[config.mk]
export PLATFORM = sky130hd
export DESIGN_NAME = best_fit_free_list_allocator
export DESIGN_NICKNAME = d
export VERILOG_FILES = /design/src/rtl/bffl_pkg.sv /design/src/rtl/bffl_ram.sv /design/src/rtl/bffl_ctrl.sv /design/src/rtl/bffl_dp.sv /design/src/rtl/best_fit_free_list_allocator.sv
export SDC_FILE = /design/constraint.sdc
export NUM_CORES = 2
export LEC_CHECK = 0
export ABC_AREA = 1
export BUFFER_PORTS_ARGS = -buffer_cell sky130_fd_sc_hd__buf_2
export CAP_MARGIN = 15
export CORE_UTILIZATION = 40
export DETAILED_ROUTE_END_ITERATION = 10
export PLACE_DENSITY = 0.59
export SLEW_MARGIN = 20
export SYNTH_ARGS = -nofsm -noshare
export SYNTH_HDL_FRONTEND = slang
export SYNTH_SLANG_ARGS = --single-unit
export TNS_END_PERCENT = 1
[constraint.sdc]
create_clock -name clk -period 5.81 [get_ports clk]
set_clock_uncertainty 0.15 [all_clocks]
set_input_delay 0.2905 -clock clk [delete_from_list [all_inputs] [get_ports clk]]
set_output_delay 0.2905 -clock clk [all_outputs]
set_load 0.01 [all_outputs]
[src/rtl/bffl_pkg.sv]
// Shared types and constants of the best-fit free-list allocator.
`default_nettype none
package bffl_pkg;

	localparam int ADDR_W    = 32;
	localparam int SIZE_W    = 24;
	localparam int CFG_IDX_W = 1;

	localparam logic CMD_FREE = 1'b1;

	localparam logic [1:0] ST_OK         = 2'd0;
	localparam logic [1:0] ST_HEAP_FULL  = 2'd1;
	localparam logic [1:0] ST_TABLE_FULL = 2'd2;

	localparam logic [CFG_IDX_W-1:0] REG_HEAP_START = 1'b0;
	localparam logic [CFG_IDX_W-1:0] REG_HEAP_LIMIT = 1'b1;

	typedef struct packed {
		logic              command;
		logic [SIZE_W-1:0] request_size;
		logic [ADDR_W-1:0] user_address;
		logic [SIZE_W-1:0] chunk_size;
	} job_t;

	typedef struct packed {
		logic [1:0]        status;
		logic [ADDR_W-1:0] granted_address;
		logic [SIZE_W-1:0] granted_size;
		logic              reused;
	} res_t;

	typedef struct packed {
		logic [ADDR_W-1:0] addr;
		logic [SIZE_W-1:0] size;
	} entry_t;

	typedef enum logic [1:0] {
		POST_NONE,
		POST_FREE,
		POST_REUSE,
		POST_CARVE
	} post_t;

	typedef struct packed {
		logic  capture;
		logic  scan_init;
		logic  scan_run;
		logic  shift_init;
		logic  shift_run;
		post_t post;
	} ctl_t;

	typedef struct packed {
		logic is_free;
		logic table_full;
		logic table_empty;
		logic scan_done;
		logic found;
		logic shift_done;
	} sts_t;

endpackage
`default_nettype wire

[src/rtl/bffl_ram.sv]
// Generic single-write, single-read RAM with registered read data.
`default_nettype none
module bffl_ram #(
	parameter int WIDTH = 56,
	parameter int DEPTH = 16
) (
	input  wire logic                                    clk,
	input  wire logic                                    we,
	input  wire logic [((DEPTH > 1) ? $clog2(DEPTH) : 1)-1:0] waddr,
	input  wire logic [WIDTH-1:0]                        wdata,
	input  wire logic [((DEPTH > 1) ? $clog2(DEPTH) : 1)-1:0] raddr,
	output logic      [WIDTH-1:0]                        rdata
);

	logic [WIDTH-1:0] mem [DEPTH];
	logic [WIDTH-1:0] rdata_q;

	always_ff @(posedge clk) begin
		if (we) begin
			mem[waddr] <= wdata;
		end
		rdata_q <= mem[raddr];
	end

	assign rdata = rdata_q;

endmodule
`default_nettype wire

[src/rtl/bffl_ctrl.sv]
// Controller state machine of the best-fit free-list allocator.
`default_nettype none
module bffl_ctrl
	import bffl_pkg::*;
(
	input  wire logic clk,
	input  wire logic arst_n,
	input  wire logic start,
	output logic      busy,
	output logic      done,
	input  wire sts_t sts,
	output ctl_t      ctl
);

	typedef enum logic [2:0] {
		S_IDLE,
		S_DECODE,
		S_SCAN,
		S_PICK,
		S_MUL,
		S_CARVE,
		S_SHIFT
	} state_t;

	state_t state_q;
	state_t state_d;
	logic   done_q;

	always_comb begin
		ctl     = '0;
		state_d = state_q;
		case (state_q)
			S_IDLE: begin
				if (start) begin
					ctl.capture = 1'b1;
					state_d     = S_DECODE;
				end
			end
			S_DECODE: begin
				if (sts.is_free) begin
					ctl.post = POST_FREE;
					state_d  = S_IDLE;
				end else if (sts.table_empty) begin
					state_d = S_MUL;
				end else begin
					ctl.scan_init = 1'b1;
					state_d       = S_SCAN;
				end
			end
			S_SCAN: begin
				ctl.scan_run = 1'b1;
				if (sts.scan_done) begin
					state_d = S_PICK;
				end
			end
			S_PICK: begin
				if (sts.found) begin
					ctl.shift_init = 1'b1;
					state_d        = S_SHIFT;
				end else begin
					state_d = S_CARVE;
				end
			end
			S_MUL: begin
				state_d = S_CARVE;
			end
			S_CARVE: begin
				ctl.post = POST_CARVE;
				state_d  = S_IDLE;
			end
			S_SHIFT: begin
				ctl.shift_run = 1'b1;
				if (sts.shift_done) begin
					ctl.post = POST_REUSE;
					state_d  = S_IDLE;
				end
			end
			default: begin
				state_d = S_IDLE;
			end
		endcase
	end

	always_ff @(posedge clk or negedge arst_n) begin
		if (!arst_n) begin
			state_q <= S_IDLE;
			done_q  <= 1'b0;
		end else begin
			state_q <= state_d;
			done_q  <= (ctl.post != POST_NONE);
		end
	end

	assign busy = (state_q != S_IDLE);
	assign done = done_q;

`ifndef SYNTHESIS
	a_done_single: assert property (@(posedge clk) disable iff (!arst_n)
		done_q |=> !done_q)
		else $error("result strobe held for more than one cycle");
`endif

endmodule
`default_nettype wire

[src/rtl/bffl_dp.sv]
// Datapath of the best-fit free-list allocator: free table, scan, compaction, heap top.
`default_nettype none
module bffl_dp
	import bffl_pkg::*;
#(
	parameter int FREE_ENTRIES    = 16,
	parameter int ALIGN_BYTES     = 8,
	parameter int HEADER_BYTES    = 8,
	parameter int MIN_BLOCK_BYTES = 8
) (
	input  wire logic                 clk,
	input  wire logic                 arst_n,
	input  wire ctl_t                 ctl,
	output sts_t                      sts,
	input  wire job_t                 job,
	input  wire logic                 cfg_we,
	input  wire logic [CFG_IDX_W-1:0] cfg_index,
	input  wire logic [ADDR_W-1:0]    cfg_data,
	output res_t                      result
);

	localparam int IDX_W = (FREE_ENTRIES > 1) ? $clog2(FREE_ENTRIES) : 1;
	localparam int CNT_W = $clog2(FREE_ENTRIES + 1);
	localparam int HDR   = ((HEADER_BYTES + ALIGN_BYTES - 1) / ALIGN_BYTES) * ALIGN_BYTES;
	localparam int Y_W   = SIZE_W + 1;
	localparam int SH    = Y_W + $clog2(ALIGN_BYTES);
	localparam int M_W   = Y_W + 1;
	localparam int P_W   = Y_W + M_W;
	localparam logic [63:0] RECIP =
		((64'd1 << SH) + 64'(ALIGN_BYTES) - 64'd1) / 64'(ALIGN_BYTES);

	job_t              job_q;
	logic [ADDR_W-1:0] heap_top_q;
	logic [ADDR_W-1:0] heap_limit_q;
	logic [CNT_W-1:0]  count_q;
	logic [IDX_W-1:0]  scan_idx_q;
	logic              issue_q;
	logic              ev_v_s1;
	logic [IDX_W-1:0]  ev_idx_s1;
	logic              found_q;
	logic [IDX_W-1:0]  pick_q;
	entry_t            best_q;
	logic [IDX_W-1:0]  shift_k_q;
	logic              wr_v_s1;
	logic [IDX_W-1:0]  wr_idx_s1;
	logic [Y_W-1:0]    q_s1;
	logic [Y_W-1:0]    chunk_s2;
	res_t              result_q;

	entry_t            rd_ent;
	logic [$bits(entry_t)-1:0] rdata;
	logic              hit_ge;
	logic              exact;
	logic              better;
	logic [CNT_W-1:0]  shift_nxt;
	logic              shift_issue;
	logic              table_full;
	logic              push;
	logic              ram_we;
	logic [IDX_W-1:0]  ram_waddr;
	entry_t            ram_wdata;
	logic [IDX_W-1:0]  ram_raddr;
	logic [Y_W-1:0]    want;
	logic [Y_W-1:0]    y;
	logic [P_W-1:0]    prod;
	logic [ADDR_W+1:0] new_top;
	logic              fits;

	assign rd_ent      = entry_t'(rdata);
	assign hit_ge      = ev_v_s1 && (rd_ent.size >= job_q.request_size);
	assign exact       = hit_ge && (rd_ent.size == job_q.request_size);
	assign better      = hit_ge && (!found_q || (rd_ent.size < best_q.size));
	assign shift_nxt   = CNT_W'(shift_k_q) + CNT_W'(1);
	assign shift_issue = shift_nxt < count_q;
	assign table_full  = (count_q == CNT_W'(FREE_ENTRIES));
	assign push        = (ctl.post == POST_FREE) && !table_full;

	assign ram_we         = push || wr_v_s1;
	assign ram_waddr      = wr_v_s1 ? wr_idx_s1 : count_q[IDX_W-1:0];
	assign ram_wdata.addr = wr_v_s1 ? rd_ent.addr : job_q.user_address;
	assign ram_wdata.size = wr_v_s1 ? rd_ent.size : job_q.chunk_size;
	assign ram_raddr      = ctl.shift_run ? shift_nxt[IDX_W-1:0] : scan_idx_q;

	bffl_ram #(
		.WIDTH ($bits(entry_t)),
		.DEPTH (FREE_ENTRIES)
	) u_table (
		.clk   (clk),
		.we    (ram_we),
		.waddr (ram_waddr),
		.wdata (ram_wdata),
		.raddr (ram_raddr),
		.rdata (rdata)
	);

	assign want = (job_q.request_size < SIZE_W'(MIN_BLOCK_BYTES)) ?
		Y_W'(MIN_BLOCK_BYTES) : {1'b0, job_q.request_size};
	assign y    = want + Y_W'(ALIGN_BYTES - 1);
	assign prod = P_W'(y) * P_W'(RECIP[M_W-1:0]);

	assign new_top = {2'b00, heap_top_q} + (ADDR_W + 2)'(HDR) +
		(ADDR_W + 2)'(chunk_s2);
	assign fits = !chunk_s2[SIZE_W] && (new_top <= {2'b00, heap_limit_q});

	always_ff @(posedge clk or negedge arst_n) begin
		if (!arst_n) begin
			heap_top_q   <= '0;
			heap_limit_q <= '1;
			count_q      <= '0;
			issue_q      <= 1'b0;
			ev_v_s1      <= 1'b0;
			wr_v_s1      <= 1'b0;
		end else begin
			if (push) begin
				count_q <= count_q + CNT_W'(1);
			end else if (ctl.post == POST_REUSE) begin
				count_q <= count_q - CNT_W'(1);
			end
			if ((ctl.post == POST_CARVE) && fits) begin
				heap_top_q <= new_top[ADDR_W-1:0];
			end
			if (cfg_we) begin
				case (cfg_index)
					REG_HEAP_START: heap_top_q   <= cfg_data;
					REG_HEAP_LIMIT: heap_limit_q <= cfg_data;
					default: ;
				endcase
			end
			if (ctl.scan_init) begin
				issue_q <= 1'b1;
			end else if (ctl.scan_run && issue_q && (scan_idx_q == '0)) begin
				issue_q <= 1'b0;
			end
			ev_v_s1 <= ctl.scan_run && issue_q;
			wr_v_s1 <= ctl.shift_run && shift_issue;
		end
	end

	always_ff @(posedge clk) begin
		if (ctl.capture) begin
			job_q <= job;
		end
		if (ctl.scan_init) begin
			scan_idx_q <= IDX_W'(count_q - CNT_W'(1));
			found_q    <= 1'b0;
		end else begin
			if (ctl.scan_run && issue_q && (scan_idx_q != '0)) begin
				scan_idx_q <= scan_idx_q - IDX_W'(1);
			end
			if (ctl.scan_run && (exact || better)) begin
				found_q <= 1'b1;
				pick_q  <= ev_idx_s1;
				best_q  <= rd_ent;
			end
		end
		ev_idx_s1 <= scan_idx_q;
		if (ctl.shift_init) begin
			shift_k_q <= pick_q;
		end else if (ctl.shift_run && shift_issue) begin
			shift_k_q <= shift_nxt[IDX_W-1:0];
		end
		wr_idx_s1 <= shift_k_q;
		q_s1      <= Y_W'(prod >> SH);
		chunk_s2  <= q_s1 * Y_W'(ALIGN_BYTES);
		case (ctl.post)
			POST_FREE: begin
				result_q <= '{status: (table_full ? ST_TABLE_FULL : ST_OK),
					granted_address: '0, granted_size: '0, reused: 1'b0};
			end
			POST_REUSE: begin
				result_q.status          <= ST_OK;
				result_q.granted_address <= best_q.addr;
				result_q.granted_size    <= best_q.size;
				result_q.reused          <= 1'b1;
			end
			POST_CARVE: begin
				if (fits) begin
					result_q.status          <= ST_OK;
					result_q.granted_address <= heap_top_q + ADDR_W'(HDR);
					result_q.granted_size    <= chunk_s2[SIZE_W-1:0];
					result_q.reused          <= 1'b0;
				end else begin
					result_q <= '{status: ST_HEAP_FULL, granted_address: '0,
						granted_size: '0, reused: 1'b0};
				end
			end
			default: ;
		endcase
	end

	assign result = result_q;

	assign sts.is_free     = (job_q.command == CMD_FREE);
	assign sts.table_full  = table_full;
	assign sts.table_empty = (count_q == '0);
	assign sts.scan_done   = ev_v_s1 && (exact || (ev_idx_s1 == '0));
	assign sts.found       = found_q;
	assign sts.shift_done  = !shift_issue && !wr_v_s1;

`ifndef SYNTHESIS
	a_full_free_drops: assert property (@(posedge clk) disable iff (!arst_n)
		(ctl.post == POST_FREE) && table_full |=> count_q == $past(count_q))
		else $error("free into a full table changed the entry count");
	a_heap_full_holds_top: assert property (@(posedge clk) disable iff (!arst_n)
		(ctl.post == POST_CARVE) && !fits && !cfg_we |=> heap_top_q == $past(heap_top_q))
		else $error("failed carve moved the heap top");
	a_reuse_pops: assert property (@(posedge clk) disable iff (!arst_n)
		(ctl.post == POST_REUSE) |=> count_q == $past(count_q) - CNT_W'(1))
		else $error("reused block did not leave the table");
	a_scan_in_table: assert property (@(posedge clk) disable iff (!arst_n)
		ev_v_s1 |-> CNT_W'(ev_idx_s1) < count_q)
		else $error("scan evaluated an entry beyond the table fill");
`endif

endmodule
`default_nettype wire

[src/rtl/best_fit_free_list_allocator.sv]
// Top level of the best-fit free-list allocator with bump pointer.
// Free: done is registered from the decode state; an allocate with an empty table goes
// through decode, multiply and carve. Allocate with n entries: a scan of up to n entries,
// then a carve or compaction above the reused entry; the RAM has one read and one write port.
// One item at a time; the next start beat may come in the cycle of the done strobe.
// Reset empties the table, clears heap top to 0 and sets the heap limit to all ones.
`default_nettype none
module best_fit_free_list_allocator
	import bffl_pkg::*;
#(
	parameter int FREE_ENTRIES    = 16,
	parameter int ALIGN_BYTES     = 8,
	parameter int HEADER_BYTES    = 8,
	parameter int MIN_BLOCK_BYTES = 8
) (
	input  wire logic                 clk,
	input  wire logic                 arst_n,
	input  wire logic                 start,
	output logic                      busy,
	input  wire job_t                 job,
	output logic                      done,
	output res_t                      result,
	input  wire logic                 cfg_we,
	input  wire logic [CFG_IDX_W-1:0] cfg_index,
	input  wire logic [ADDR_W-1:0]    cfg_data
);

	ctl_t ctl;
	sts_t sts;

	bffl_ctrl u_ctrl (
		.clk    (clk),
		.arst_n (arst_n),
		.start  (start),
		.busy   (busy),
		.done   (done),
		.sts    (sts),
		.ctl    (ctl)
	);

	bffl_dp #(
		.FREE_ENTRIES    (FREE_ENTRIES),
		.ALIGN_BYTES     (ALIGN_BYTES),
		.HEADER_BYTES    (HEADER_BYTES),
		.MIN_BLOCK_BYTES (MIN_BLOCK_BYTES)
	) u_dp (
		.clk       (clk),
		.arst_n    (arst_n),
		.ctl       (ctl),
		.sts       (sts),
		.job       (job),
		.cfg_we    (cfg_we),
		.cfg_index (cfg_index),
		.cfg_data  (cfg_data),
		.result    (result)
	);

endmodule
`default_nettype wire

Yosys cells after proc, flatten, opt, wreduce, memory -nomap -nowiden
Memory sizes are Yosys's and may differ from the RTL's. A register that Yosys moved wholly into a read port is not among the register bits.
Index checks and enable logic that the tools add are counted.

word-level totals
  bits in registers = 337
  bits in writable memories = 896
  output and inout port bits = 61
  memories kept = 1

memories
  memory            words  width  read ports  clocked after Yosys merged registers in  write ports  RTL line        RTL
  u_dp.u_table.mem  16     56     1           1                                        1            bffl_ram.sv:15  logic [WIDTH-1:0] mem [DEPTH];

operators by class
  $add $sub $neg = 8
  $lt $le $gt $ge = 5
  equality and inequality tests = 14
  mux-type cells = 40
  bitwise logic cells = 1
  reductions and logical operators = 37

operator list
  operator                                                               count
  59-bit one-hot mux with 3 select lines                                 1
  32-bit two-way mux                                                     4
  58-bit two-way mux                                                     1
  24-bit two-way mux                                                     2
  34-bit by 25-bit adder with 34-bit output                              1
  34-bit by 32-bit <= comparator with 1-bit output                       1
  32-bit by 4-bit adder with 33-bit output, second input constant        1
  32-bit by 4-bit adder with 32-bit output, second input constant        1
  25-bit by 3-bit adder with 25-bit output, second input constant        1
  24-bit == test                                                         1
  24-bit greater-or-equal comparator                                     1
  24-bit < comparator                                                    1
  24-bit by 4-bit < comparator with 1-bit output, second input constant  1
  4-bit two-way mux                                                      6
  3-bit one-hot mux with 6 select lines                                  1
  3-bit two-way mux                                                      5
  1-bit two-way mux                                                      14
  1-bit logical AND                                                      13
  5-bit two-way mux                                                      2
  2-bit nonzero test                                                     5
  3-bit == test, second input constant                                   3
  4-bit logical NOT                                                      2
  3-bit by 2-bit == test with 1-bit output, second input constant        2
  2-bit two-way mux                                                      3
  20 further kinds                                                       32

Longest topological paths before layout
  depth after elaboration = 11
  mapped depth = 34
  depth with buffers taken out = 33

Cells and area by module
From an unflattened synthesis, not the netlist that was laid out.

second synthesis, totals
  cell total of the unflattened synthesis = 5587
  area total of the unflattened synthesis = 57106.0 um^2

by module, submodules not included
  module     times used  cells each  area an instance (um^2)
  bffl_ram   1           3688        39679.3
  bffl_dp    1           1852        17138.9
  bffl_ctrl  1           47          287.8

Worst setup path before layout
OpenSTA, ideal clock, no wires.

  path kind = register to register
  from = register u_ctrl.state_q[2]
  to = register u_dp.job_q[0] (netlist name), enable pin
  setup time = 0.521 ns
  arrival time = 4.069 ns
  setup slack = 1.070 ns
  stages on the path, launching flop included = 4
  path buffers = 0
  period minus slack after synthesis = 4.740 ns
  path through = dfrtp_1 inv_1 nand2_1 nor2_1

RTL lines
  what                    RTL line         RTL
  start, declared         bffl_ctrl.sv:25  state_t state_q;
  start signal, assigned  bffl_ctrl.sv:89  state_q <= state_d;
  end signal, assigned    bffl_dp.sv:141   job_q <= job;
  end, declared           bffl_dp.sv:32    job_t job_q;

Worst setup path after layout
  from = register u_dp.heap_top_q[3]
  to = register u_dp.result_q (netlist bit u_dp.result[14]), data pin

between the ends
  cells in the longest elaborated chain, start to end = 6

ends and longest elaborated chain
  what                                              RTL line        RTL
  start, declared                                   bffl_dp.sv:33   logic [ADDR_W-1:0] heap_top_q;
  start signal, assigned                            bffl_dp.sv:120  heap_top_q <= new_top[ADDR_W-1:0];
  start signal, assigned                            bffl_dp.sv:124  REG_HEAP_START: heap_top_q <= cfg_data;
  32-bit by 4-bit adder with 33-bit output          bffl_dp.sv:101  assign new_top = {2'b00, heap_top_q} + (ADDR_W + 2)'(HDR) +
  34-bit by 25-bit adder with 34-bit output         bffl_dp.sv:101
  34-bit by 32-bit <= comparator with 1-bit output  bffl_dp.sv:103  assign fits = !chunk_s2[SIZE_W] && (new_top <= {2'b00, heap_limit_q});
  1-bit logical AND                                 bffl_dp.sv:103
  58-bit two-way mux                                bffl_dp.sv:177  if (fits) begin
  59-bit one-hot mux with 3 select lines            bffl_dp.sv:165  case (ctl.post)
  end signal, assigned                              bffl_dp.sv:167  result_q <= '{status: (table_full ? ST_TABLE_FULL : ST_OK),
  end signal, assigned                              bffl_dp.sv:183  result_q <= '{status: ST_HEAP_FULL, granted_address: '0,
  end, declared                                     bffl_dp.sv:48   res_t result_q;

Every way passes these cells.
A chain may end at the register's enable or synchronous reset.

==> impl_metrics.py <==
metrics = {
    "detailed_routing": {
        "drt-total-wl_um": 150100,
        "first_pass_iters": 8,
        "postRouteAntennaNets": 0,
        "routed_via_density": 5.418,
        "wl_per_cell_um": 23.08,
        "drc": 0,
        "vias": 35230,
        "first_iter_violations": 3349,
    },
    "clocking": {
        "cts_tree": "yes",
        "htree_levels": 4,
        "clk_latency_ps": 760,
        "cts_buffers": 140,
        "post_cts_buffers": 0,
        "cts-root-buf": "clkbuf_16",
        "cts_buffer_depth": 3,
        "cts.sinks": 1289,
        "clk_pin_slew_worst_paths_ps": 50,
    },
    "grt": {
        "grt_usage": 0.2226,
        "overflow": 0,
        "grt_antenna_before_repair": 5,
        "grt_max_degree": 225,
        "grt_pass1_wl_um": 219500,
        "grt_pass1_vias": 33720,
    },
    "power_and_ir_drop": {
        "p_per_area_nw_per_um2": 316.6,
        "p_comb_frac": 0.043,
        "clockPowerShare": 0.442,
        "p_int_mw": 15.36,
        "power_frac_seq": 0.515,
        "p_switching_mw": 4.141,
        "p_leak_nw": 21.99,
        "ir_worst_vdd_mv": 0.2131,
        "swShare": 0.2123,
    },
    "sta": {
        "fin_crit_ps": 5424,
        "finalSetupViolations": 0,
        "tightest_slew_ps": 1164,
        "min_period_over_period": 0.9335,
        "relSlewSlack": 0.2241,
        "fmax_mhz": 184.4,
        "rsz0062_at_grt": "yes",
        "slew_viol_final": 0,
        "hold_ws_ps": 24.90,
        "finalHoldViolations": 0,
        "fin_ws_ps": 386.3,
        "finalSetupTns_ps": 0,
    },
    "place": {
        "detailedPlace.worstSlack_ps": 356.2,
        "dp.cells": 6125,
        "place.gp.congestion": 0.9395,
        "postPlaceCellArea_sq_um": 55920,
        "dpl.hpwl_um": 86660,
        "io_buffers": 178,
    },
    "yosys": {
        "synth_ff_type": "edfxtp_1",
        "synthDistinctLibCells": 55,
        "syn_nets": 4595,
        "avgSynthCellArea_sq_um": 12.10,
        "yosysMostFrequentCell": "edfxtp_1",
        "yosysTopAreaCell": "edfxtp_1",
        "yosys_warnings": 0,
        "ys_ff_latch": 1289,
        "synth_edf_count": 1104,
        "yosys-top-cells-count": "edfxtp_1 (1,104), nand2_1 (664), nor2_1 (568)",
        "yosys.area.top_type_share": 0.6274,
        "seq_area_frac_synth": 0.7055,
        "async_reset_ff_frac": 0.05896,
        "syn_inst": 4365,
        "synth_area_sq_um": 52840,
        "synthTopCellsByArea": "edfxtp_1 (63%), o21ai_0 (5.2%), nand2_1 (4.7%)",
    },
    "critical_path": {
        "cp-end-kind": "flip-flop",
        "path_common_cell": "nand2_1",
        "max_stage_delay_ps": 450,
        "worstPathMaxFanout": 22,
        "cp-start-kind": "flip-flop",
        "worst_path_max_delay_cell": "xor2_1",
        "path_buf_inv": 3,
        "crit_type": "reg -> reg",
        "cp.required_ps": 6230,
        "critical_path.top_delay_family": "simple AND/OR/NAND/NOR gates",
        "worstPathArrival_ps": 5840,
    },
    "layout": {
        "drive_gt1_frac": 0.1145,
        "nets": 4876,
        "fin_cells": 6502,
        "register_area_sq_um": 37280,
        "area_delta_synth_final_pct": 16.59,
        "multi_input_area_sq_um": 13940,
        "n_antenna_cell": 0,
        "finish.instance_area_sq_um": 61600,
        "fill_cells": 11600,
    },
    "outcome": {
        "status": "finished, final reports clean",
    },
    "job": {
        "maxCapViolCount": 0,
    },
    "die": {
        "coreArea_sq_um": 130300,
        "die_area_sq_um": 133600,
        "die_w_um": 365.4,
        "pin_count": 179,
        "die_y_um": 365.4,
        "rows": 132,
        "initial_utilization": 0.4055,
    },
    "min_path": {
        "hold_class": "in -> async",
    },
}
-- what timing repair did --
action                                  in CTS  in global routing
resized for setup                            0                  4
endpoints found under the setup margin       0                 37
hold endpoints to repair                   202                  0
hold buffers                               121                  0
-- layout by cell type, fill, tap and decap left out, types with 58 or more instances in the layout --
cell,Yosys,layout
buf_2,8,177
o21ai_0,548,547
dlygate4sd3_1,0,121
o22ai_1,77,77
nand3_1,125,124
edfxtp_1,1104,1104
clkbuf_1,208,58
nor2_1,568,549
clkbuf_16,0,147
o221ai_1,150,150
a21oi_1,79,79
dfxtp_1,109,109
nand2_1,664,664
ha_1,111,111
o211ai_1,81,81
inv_1,238,234
-- metrics by stage --
step | power [mW] | utilization
6_report | 19.50 | 0.4727
5_1_grt | 20.12 | 0.4727
4_1_cts | 19.67 | 0.4725
3_5_place_dp | 10.99 | 0.4291
3_3_place_gp | 10.99 | 0.4291
2_1_floorplan | 10.71 | -
-- power groups by stage --
stage	clock, mW	sequential [mW]	combinational, mW
floorplan	0	10.2	0.495
global placement	0	10.2	0.757
detailed placement	0	10.2	0.759
CTS	8.80	10.0	0.828
global route	9.14	10.0	0.942
finish	8.62	10.0	0.836
-- layout make-up --
type	count	share of cell area
clock buffer	218	0.06615
clock inverter	38	0.006032
inverter	246	0.01531
multi-input combinational	2603	0.2263
sequential	1289	0.6051
tap	1742	0.03538
timing repair buffer	366	0.04564
-- final timing paths --
path                            slack (ps)  cells after the start                             end                          from
worst min register to register         180                      0        u_dp.chunk_s2[5]$_DFF_P_          u_dp.q_s1[2]$_DFF_P_
worst max register to register         390                     29       u_dp.result[14]$_DFFE_PP_  u_dp.heap_top_q[3]$_DFF_PN0_
worst min-delay path                    20                      2  u_dp.heap_top_q[0]$_DFFE_PN0P_                        arst_n
min in group clk                        90                      2        u_dp.job_q[53]$_DFFE_PP_                       job[53]
max in group asynchronous             4880                      2          u_dp.wr_v_s1$_DFF_PN0_                        arst_n
worst max-delay path                   390                     29       u_dp.result[14]$_DFFE_PP_  u_dp.heap_top_q[3]$_DFF_PN0_
-- worst reg2reg max path: cells and delay by family, from the launching register on --
kind	cells	cell delay [ps]
xor+xnor	1	450
buf+inv	3	580
simple gates	20	2480
fa+ha+maj	3	900
flops	1	390
compound gates	2	300
-- cell families after synthesis --
group	after synthesis	share of synthesized area
and+or+nand+nor	1466	0.1140
DFF	1289	0.7055
AOI/OAI and AO/OA	962	0.1088
buffers and inverters	473	0.03455
adders and majority gates	112	0.02666
xor gates and xnor gates	62	0.01028
muxes	1	0.0001895
-- per-layer routing --
metal  global-route usage  vias up  share of wire
met5                    0        -              0
met4              0.07252        0          0.028
met3              0.03122      219          0.062
met2               0.3642     1232           0.47
met1               0.3051    17460           0.44
li1                     -    16310              -
-- flip-flops by register name, indices dropped and copies added (netlist names), 5 cells and up --
signal,count
u_dp.u_table.mem,896
u_dp.job_q,80
u_dp.result,59
u_dp.best_q,56
u_dp.u_table.rdata,56
u_dp.heap_limit_q,32
u_dp.heap_top_q,32
u_dp.chunk_s2,22
u_dp.q_s1,22
u_dp.count_q,5
(Power assumes the default switching activity.)
